File: config.mk
export PLATFORM = sky130hd
export DESIGN_NAME = fmn_ctrl
export DESIGN_NICKNAME = d
export VERILOG_FILES = /design/src/rtl/fmn_pkg.sv /design/src/rtl/fmn_ctrl.sv
export SDC_FILE = /design/constraint.sdc
export NUM_CORES = 1
export LEC_CHECK = 0
export BUFFER_PORTS_ARGS = -buffer_cell sky130_fd_sc_hd__buf_4
export CORE_AREA = 2 2 39 41
export CTS_CLUSTER_DIAMETER = 50
export DETAILED_ROUTE_END_ITERATION = 8
export DIE_AREA = 0 0 41 43
export HOLD_SLACK_MARGIN = 0.12
export SYNTH_ARGS = -nofsm -noshare
export SYNTH_HDL_FRONTEND = slang
export SYNTH_SLANG_ARGS = --single-unit
File: constraint.sdc
create_clock -name clk -period 1.6 [get_ports clk]
set_clock_uncertainty 0.15 [all_clocks]
set_input_delay 0.08 -clock clk [delete_from_list [all_inputs] [get_ports clk]]
set_output_delay 0.08 -clock clk [all_outputs]
set_load 0.1 [all_outputs]
File: src/rtl/fmn_pkg.sv
package fmn_pkg;

  // Default sizing of the frame store
  localparam int MAX_PIXELS_DEF = 65536;
  localparam int PIXEL_BITS_DEF = 16;

  // Fixed field widths
  localparam int IN_PIXEL_BITS = 16;
  localparam int GRAY_BITS     = 8;

  // Item kinds
  localparam logic KIND_LOAD  = 1'b0;
  localparam logic KIND_DRAIN = 1'b1;

  // Controller to datapath commands
  typedef struct packed {
    logic load_en;
    logic drain_start;
    logic div_init;
    logic div_step;
    logic out_load;
  } fmn_cmd_t;

  // Datapath to controller status
  typedef struct packed {
    logic drain_ok;
    logic out_free;
  } fmn_status_t;

endpackage

File: src/rtl/fmn_ctrl.sv
module fmn_ctrl (
  input  logic              clk,
  input  logic              rst_n,
  input  logic              in_valid,
  input  logic              in_kind,
  output logic              in_stall,
  input  fmn_pkg::fmn_status_t status,
  output fmn_pkg::fmn_cmd_t    cmd
);
  import fmn_pkg::*;

  localparam int SW = (GRAY_BITS > 1) ? $clog2(GRAY_BITS) : 1;

  typedef enum logic [2:0] {
    ST_IDLE,
    ST_READ,
    ST_INIT,
    ST_DIV,
    ST_DONE
  } state_t;

  state_t        state_r, state_nxt;
  logic [SW-1:0] step_r, step_nxt;
  logic          accept;

  assign in_stall = (state_r != ST_IDLE);
  assign accept   = in_valid && (state_r == ST_IDLE);

  // Decode commands from state and the incoming transfer
  always_comb begin
    cmd             = '0;
    cmd.load_en     = accept && (in_kind == KIND_LOAD);
    cmd.drain_start = accept && (in_kind == KIND_DRAIN) && status.drain_ok;
    cmd.div_init    = (state_r == ST_INIT);
    cmd.div_step    = (state_r == ST_DIV);
    cmd.out_load    = (state_r == ST_DONE) && status.out_free;
  end

  // Sequence one drain: read, set up, eight quotient steps, hand off
  always_comb begin
    state_nxt = state_r;
    step_nxt  = step_r;
    case (state_r)
      ST_IDLE: begin
        if (cmd.drain_start) begin
          state_nxt = ST_READ;
        end
      end
      ST_READ: begin
        state_nxt = ST_INIT;
      end
      ST_INIT: begin
        step_nxt  = '0;
        state_nxt = ST_DIV;
      end
      ST_DIV: begin
        step_nxt = step_r + SW'(1);
        if (step_r == SW'(GRAY_BITS - 1)) begin
          state_nxt = ST_DONE;
        end
      end
      ST_DONE: begin
        if (status.out_free) begin
          state_nxt = ST_IDLE;
        end
      end
      default: begin
        state_nxt = ST_IDLE;
      end
    endcase
  end

  always_ff @(posedge clk) begin
    if (!rst_n) begin
      state_r <= ST_IDLE;
      step_r  <= '0;
    end else begin
      state_r <= state_nxt;
      step_r  <= step_nxt;
    end
  end

endmodule

======== Yosys cells after proc, flatten, opt, wreduce, memory -nomap -nowiden ========
Index checks and enable logic that the tools add are counted.
word-level totals
  bits in registers ....................... 6
  bits in latches ......................... 0
  memory bits (writable) .................. 0
  ROM bits ................................ 0
  word-level logic and storage cells ...... 26
  memories kept ........................... 0
cells by class
  $add $sub $neg .......................... 1
  $mul .................................... 0
  divide/modulo/power cells ............... 0
  order comparisons ....................... 0
  equality and inequality tests ........... 8
  shift-type cells ........................ 0
  multiplexer cells ....................... 5
  bitwise operators ....................... 1
  reduce and logical (&&, ||, !) cells .... 9
operators by type and width
  kind                 count
  $pmux 3 s5           1
  $mux 3               3
  $eq 3x2->1 const B   2
  $eq 3x3->1 const B   2
  $pmux 3 s2           1
  $logic_and 1x1->1    5
  $ne 2x2->1 const B   2
  $add 3x1->3 const B  1
  $eq 3x1->1 const B   1
  $logic_not 3->1      1
  $reduce_and 3->1     1
  $reduce_bool 3->1    1
  $ne 2x1->1 const B   1
  $reduce_bool 2->1    1
  $not 1->1            1

======== Depth between registers and ports, before layout ========
Gate-level depths: netlist of run 1.
  depth in word-level cells ............... 6
  depth in mapped cells ................... 4

======== Worst setup path before layout of run 1 ========
OpenSTA, ideal clock, no wires.
  path type ............................... reg-to-output
  start ................................... reg state_r[0]
  end ..................................... out cmd[3] (netlist bit)
  arrival ................................. 1.976 ns
  data required time ...................... 1.370 ns
  setup slack ............................. -0.606 ns
  cell stages (with the launch flop) ...... 5
  path through ............................ dfxtp_1 > buf_4 > nor2_1 > nand3b_1 > nor2_1
RTL lines
  item                    line            source
  start, declared         fmn_ctrl.sv:22  state_t state_r, state_nxt;
  start signal, assigned  fmn_ctrl.sv:78  state_r <= state_nxt;
  end, declared           fmn_ctrl.sv:8   output fmn_pkg::fmn_cmd_t cmd

======== Worst setup path after layout of run 1 ========
  start ................................... reg state_r[0]
  end ..................................... out in_stall
on the way
  cells in the longest elaborated chain, start to end .. 1
RTL lines
  item               line            source
  $reduce_bool 3->1  fmn_ctrl.sv:26  assign in_stall = (state_r != ST_IDLE);
  end, declared      fmn_ctrl.sv:6   output logic in_stall,
No other way between the ends.

==> impl_metrics.toml, run 1 <==
[status]
status = "finished, final reports clean"

[clock_network]
cts-root-buf = "clkbuf_4"
clk_pin_slew_ns = 0.04
cts_max_path_buffers = 2
insertion_delay_ns = 0.24
cts_tree = "built"
cts_made_buffers = 3
cts.sinks = 6
post_cts_buffers = 0
cts.htree.levels = 1

[sta]
rsz0062_at_grt = "no"
fmax_mhz = 648
period_share = 0.965
relSlewSlack = 0.813
hold_slack_ns = 0.114
worst_pin_slew_ns = 0.281
tns_ns = 0
finalSetupViolations = 0
hold_violations = 0
fin_crit_ns = 1.54
drv_slew = 0

[synth]
synthSimpleGateAreaFrac = 0.379
synth_compound_area_frac = 0.142
ys_warn_count = 0
seq_area_frac_synth = 0.368
syn_inst = 38
ys_ff_latch = 6
synth_mux_area_frac = 0
synth_top_family_by_area = "simple AND/OR/NAND/NOR gates"
yosysUniqueCellTypes = 18
synthXorXnorAreaFrac = 0
syn_nets = 46
synthAdderAreaFrac = 0.0766
synth_area_um2 = 327
syn_area_per_cell_um2 = 8.59

[critical_path]
ff2ff_path_depth = 4
reg2reg_setup_slack_ns = 0.30
critPathMaxFanout = 8
cp-end-kind = "output pin"
r2r_end = "step_r[0]$_SDFFE_PN0P_"
cp_slowest_cell = "or3_1"
rr_startpoint = "state_r[0]$_SDFFE_PN0P_"
arrival_ns = 1.31
crit_path_start = "state_r[0]$_SDFFE_PN0P_"
crit_buf_inv = 2
required_ns = 1.37
critPathMaxStageDelay_ns = 0.34
critical_path_class = "register to output pin"
path_cells = "buf_4 -> or3_1 -> buf_4"
path_delay_family = "buffers and inverters"
crit_top_cell = "buf_4"
start_kind = "register"

[floorplan]
initial_utilization = 0.236
ios = 12
die_area_um2 = 1760
die_y_um = 43
core_area_um2 = 1380
rows = 14
die_w_um = 41

[route]
drc_errors = 0
first_iter_violations = 8
ant_nets = 0
wl_per_cell_um = 9.51
via_count = 319
dr.pass1.iters = 4
vias_per_cell = 4.56
finalWirelength_um = 666

[power_and_ir_drop]
p_total_mw = 0.415
vdd_drop_max_v = 0.000254
leakagePower_nw = 0.220
p_per_area_nw_per_um2 = 819

[global_routing]
antenna_found_initial = 0
grt.total_usage = 0.0866
grt_first_pass_wirelength_um = 1040
grt_max_degree = 9
grt-ovfl-total = 0
grt_pass1_vias = 275

[placed_design]
portBuffers = 11
dpl.hpwl_um = 517
gp_congestion = 0.690
dp_cells = 65

[cells_and_area]
syn2layout_area_growth_pct = 55.2
final_cell_count_no_fill = 70
num_antenna_cells = 0
nFillCells = 141
fin_nets = 64
drive_gt1_frac = 0.426

[min_path]
min-delay-start = "in_valid"
min_to = "state_r[0]$_SDFFE_PN0P_"
hold_path_depth = 3
hold_path_class = "input pin to register"

[run]
drv_cap = 0
==> sequential cells by signal, indices dropped and copies added, names as in the netlist <==
register / count
step_r: 3
state_r: 3
==> repair_timing <==
action	in CTS	in global routing
endpoints found under the setup margin	2	2
resized for setup	3	3
hold endpoints to repair	6	0
pin swaps	0	1
hold buffers	2	0
==> power breakdown <==
group          internal [mW]  switching [mW]
combinational         0.0399          0.0820
sequential             0.154         0.00540
clock                 0.0845          0.0495
==> cell usage after synthesis (all sizes together) <==
master | count | area share
a211oi | 1 | 0.023
a21boi | 4 | 0.092
a41oi | 1 | 0.027
and3 | 2 | 0.042
buf | 1 | 0.023
dfxtp | 6 | 0.37
ha | 2 | 0.077
inv | 1 | 0.011
nand2 | 4 | 0.046
nand2b | 2 | 0.061
nand3 | 3 | 0.046
nand3b | 2 | 0.046
nor2 | 5 | 0.057
nor2b | 1 | 0.027
nor3 | 1 | 0.015
or3 | 2 | 0.038
==> cell usage in the layout, fill, tap and decap left out <==
cell / netlist / final
a211oi_1: 1 / 1
a21boi_1: 4 / 4
a41oi_1: 1 / 1
and3_2: 1 / 2
buf_12: 0 / 1
buf_4: 1 / 10
buf_6: 0 / 1
clkbuf_4: 0 / 3
dfxtp_1: 6 / 6
dlygate4sd3_1: 0 / 2
ha_1: 2 / 2
inv_2: 1 / 1
nand2_1: 4 / 4
nand2b_1: 1 / 1
nand2b_4: 1 / 1
nand3_1: 3 / 3
nand3b_1: 2 / 2
nor2_1: 5 / 2
nor2_2: 0 / 1
nor2_4: 0 / 2
nor2b_2: 1 / 1
nor3_1: 1 / 1
or3_1: 2 / 2
==> stage by stage <==
stage,setup WS (ns),utilization,instance area [um^2]
after floorplan,-0.377,-,338
after global placement,0.214,0.318,440
after detailed placement,0.191,0.318,440
after CTS,0.0222,0.356,493
after global routing,0.00597,0.366,507
final,0.0562,0.366,507
==> metal layers <==
layer  wire (um)  vias up  GRT usage
li1            -      170          -
met1         299      135      0.127
met2         293       14      0.109
met3          73        0     0.0157
met4           0        0     0.0600
met5           0        -          0
==> kinds of logic after synthesis <==
family | Yosys count
AO/OA/AOI/OAI | 6
adder cells (fa/ha/maj) | 2
buffers and inverters | 2
flip-flops | 6
AND/OR/NAND/NOR | 22
==> worst min-delay path: stages <==
cell and delay, ns:
buf_4 0.08, a41oi_1 0.11, a211oi_1 0.17
==> worst max path at each step <==
stage,endpoint,slack (ns),cells after the start
after floorplan,cmd[1],-0.38,2
after global placement,cmd[3],0.21,4
after detailed placement,cmd[3],0.19,4
after CTS,cmd[3],0.02,4
after global routing,cmd[3],0.006,4
final,in_stall,0.06,3
==> cell type report <==
type	instances	area [um^2]	share of cell area
multi-input combinational	30	214	0.422
timing repair buffer	14	126	0.249
sequential	6	120	0.237
clock buffer	3	22.5	0.0444
tap	16	20.0	0.0395
inverter	1	3.75	0.00741
Note: power is estimated with default switching activity, not from simulation.
==> run 2, diff against run 1 <==
BUFFER_PORTS_ARGS = -buffer_cell sky130_fd_sc_hd__buf_2   (was -buffer_cell sky130_fd_sc_hd__buf_4)
==> run 2 against run 1 <==
Compared with the run above:
- cell area rose by 7.4%
- sequential share of layout area fell by 1.4 points
- core utilization is 2.7 points higher
- clock power is essentially flat
- critical path depth fell by 1
- via count decreased by 2.5%
- maximum frequency is 1.1% higher
- total power up 1.6%
- global-route usage is 0.30 points lower
- combinational power barely moved
- count of clock-buffer cells in the layout unchanged
==> impl_metrics.toml, run 2 (synthesis results as in run 1) <==
[sta]
fmax_mhz = 655
period_share = 0.954
finalSetupViolations = 0
hold_violations = 0
rsz0062_at_grt = "yes"
drv_slew = 0
worst_pin_slew_ns = 0.484
fin_crit_ns = 1.53
relSlewSlack = 0.680
tns_ns = 0
layout_setup_ws_ns = 0.0729

[route]
via_count = 311
dr.pass1.iters = 3
vias_per_cell = 4.32
finalWirelength_um = 690
drc_errors = 0
first_iter_violations = 1
wl_per_cell_um = 9.58
ant_nets = 0

[critical_path]
cp-end-kind = "output pin"
required_ns = 1.37
crit_path_start = "state_r[1]$_SDFFE_PN0P_"
ff2ff_path_depth = 4
start_kind = "register"
critPathMaxFanout = 6
critical_path_class = "register to output pin"
arrival_ns = 1.30
rr_startpoint = "step_r[0]$_SDFFE_PN0P_"

[global_routing]
grt_pass1_vias = 260
grt-ovfl-total = 0
grt.total_usage = 0.0836
grt_first_pass_wirelength_um = 972
grt_max_degree = 10
antenna_found_initial = 0

[placed_design]
dp_cells = 64
dpl.hpwl_um = 512
dp_slack_ns = 0.226
portBuffers = 11
gp_congestion = 0.785

[cells_and_area]
drive_gt1_frac = 0.411
fin_nets = 66
nFillCells = 149
most-common-layout-cells = "buf_2, dlygate4sd3_1, dfxtp_1"
syn2layout_area_growth_pct = 66.7
num_antenna_cells = 0
final_common_cell = "buf_2"
largestRegisters = "state_r: 3 flops, step_r: 3 flops"
final_cell_count_no_fill = 72
final_util = 0.393

[clock_network]
cts.htree.levels = 1
insertion_delay_ns = 0.24
cts_max_path_buffers = 2
post_cts_buffers = 0
clk_pin_slew_ns = 0.04
cts-root-buf = "clkbuf_4"
cts_made_buffers = 3
cts_tree = "built"
cts.sinks = 6

[min_path]
hold_path_class = "register to register"
min-delay-start = "step_r[2]$_SDFFE_PN0P_"
hold_path_depth = 2

[floorplan]
initial_utilization = 0.236
die_y_um = 43
die_area_um2 = 1760
core_area_um2 = 1380
rows = 14
ios = 12
die_w_um = 41

[status]
status = "finished, final reports clean"

[power_and_ir_drop]
p_total_mw = 0.422
leakagePower_nw = 0.229
p_per_area_nw_per_um2 = 775
vdd_drop_max_v = 0.000297

[run]
drv_cap = 0
-- run 2: cell types whose count changed in the layout (fill, tap and decap cells not counted), moves of 3 or more --
cell / delta
buf_2: +6
buf_4: -10
buf_12: +3
dlygate4sd3_1: +3
-- run 2: final cells by class --
class / instances / area (um^2) / share of cell area
inverters: 1 / 3.75 / 0.00690
flip-flops and latches: 6 / 121 / 0.223
multi-input cells: 30 / 209 / 0.384
well taps: 16 / 20.0 / 0.0368
repair buffers: 16 / 168 / 0.308
clock buffers: 3 / 22.5 / 0.0414
-- run 2: worst paths after layout --
check / end / slack (ns)
worst max-delay path: in_stall / 0.07
worst min-delay path: step_r[2]$_SDFFE_PN0P_ / 0.31
worst max register to register: state_r[1]$_SDFFE_PN0P_ / 0.33
worst min register to register: step_r[2]$_SDFFE_PN0P_ / 0.31
-- run 2: worst max-delay path, stage by stage (launching register included) --
cell     delay (ns)
dfxtp_1        0.36
or3_1          0.39
buf_2          0.30
-- run 2: through the flow --
step | hold WS [ns] | cell area (um^2)
2_1_floorplan | 0.0831 | 338
3_3_place_gp | 0.227 | 465
3_5_place_dp | 0.231 | 465
4_1_cts | 0.312 | 541
5_1_grt | 0.336 | 544
6_report | 0.309 | 544
-- run 2: layer usage --
metal  vias to the layer above  share of wire  track usage
li1                        169              -            -
met3                         0          0.055       0.0314
met1                       133           0.49        0.104
met5                         -              0            0
met2                         9           0.46        0.113
met4                         0              0       0.0600
-- run 2: what timing repair did --
| action | CTS | global route |
|---|---|---|
| endpoints found under the setup margin | 1 | 4 |
| hold endpoints to repair | 6 | 0 |
| hold buffers | 5 | 0 |
| pin swaps | 0 | 3 |
| resized for setup | 1 | 2 |
-- run 2: power by group --
part / leakage (nW) / internal (mW) / total, mW / switching [mW]
clock network: 0.0138 / 0.0846 / 0.136 / 0.0509
registers: 0.0490 / 0.154 / 0.161 / 0.00689
logic: 0.166 / 0.0439 / 0.125 / 0.0815
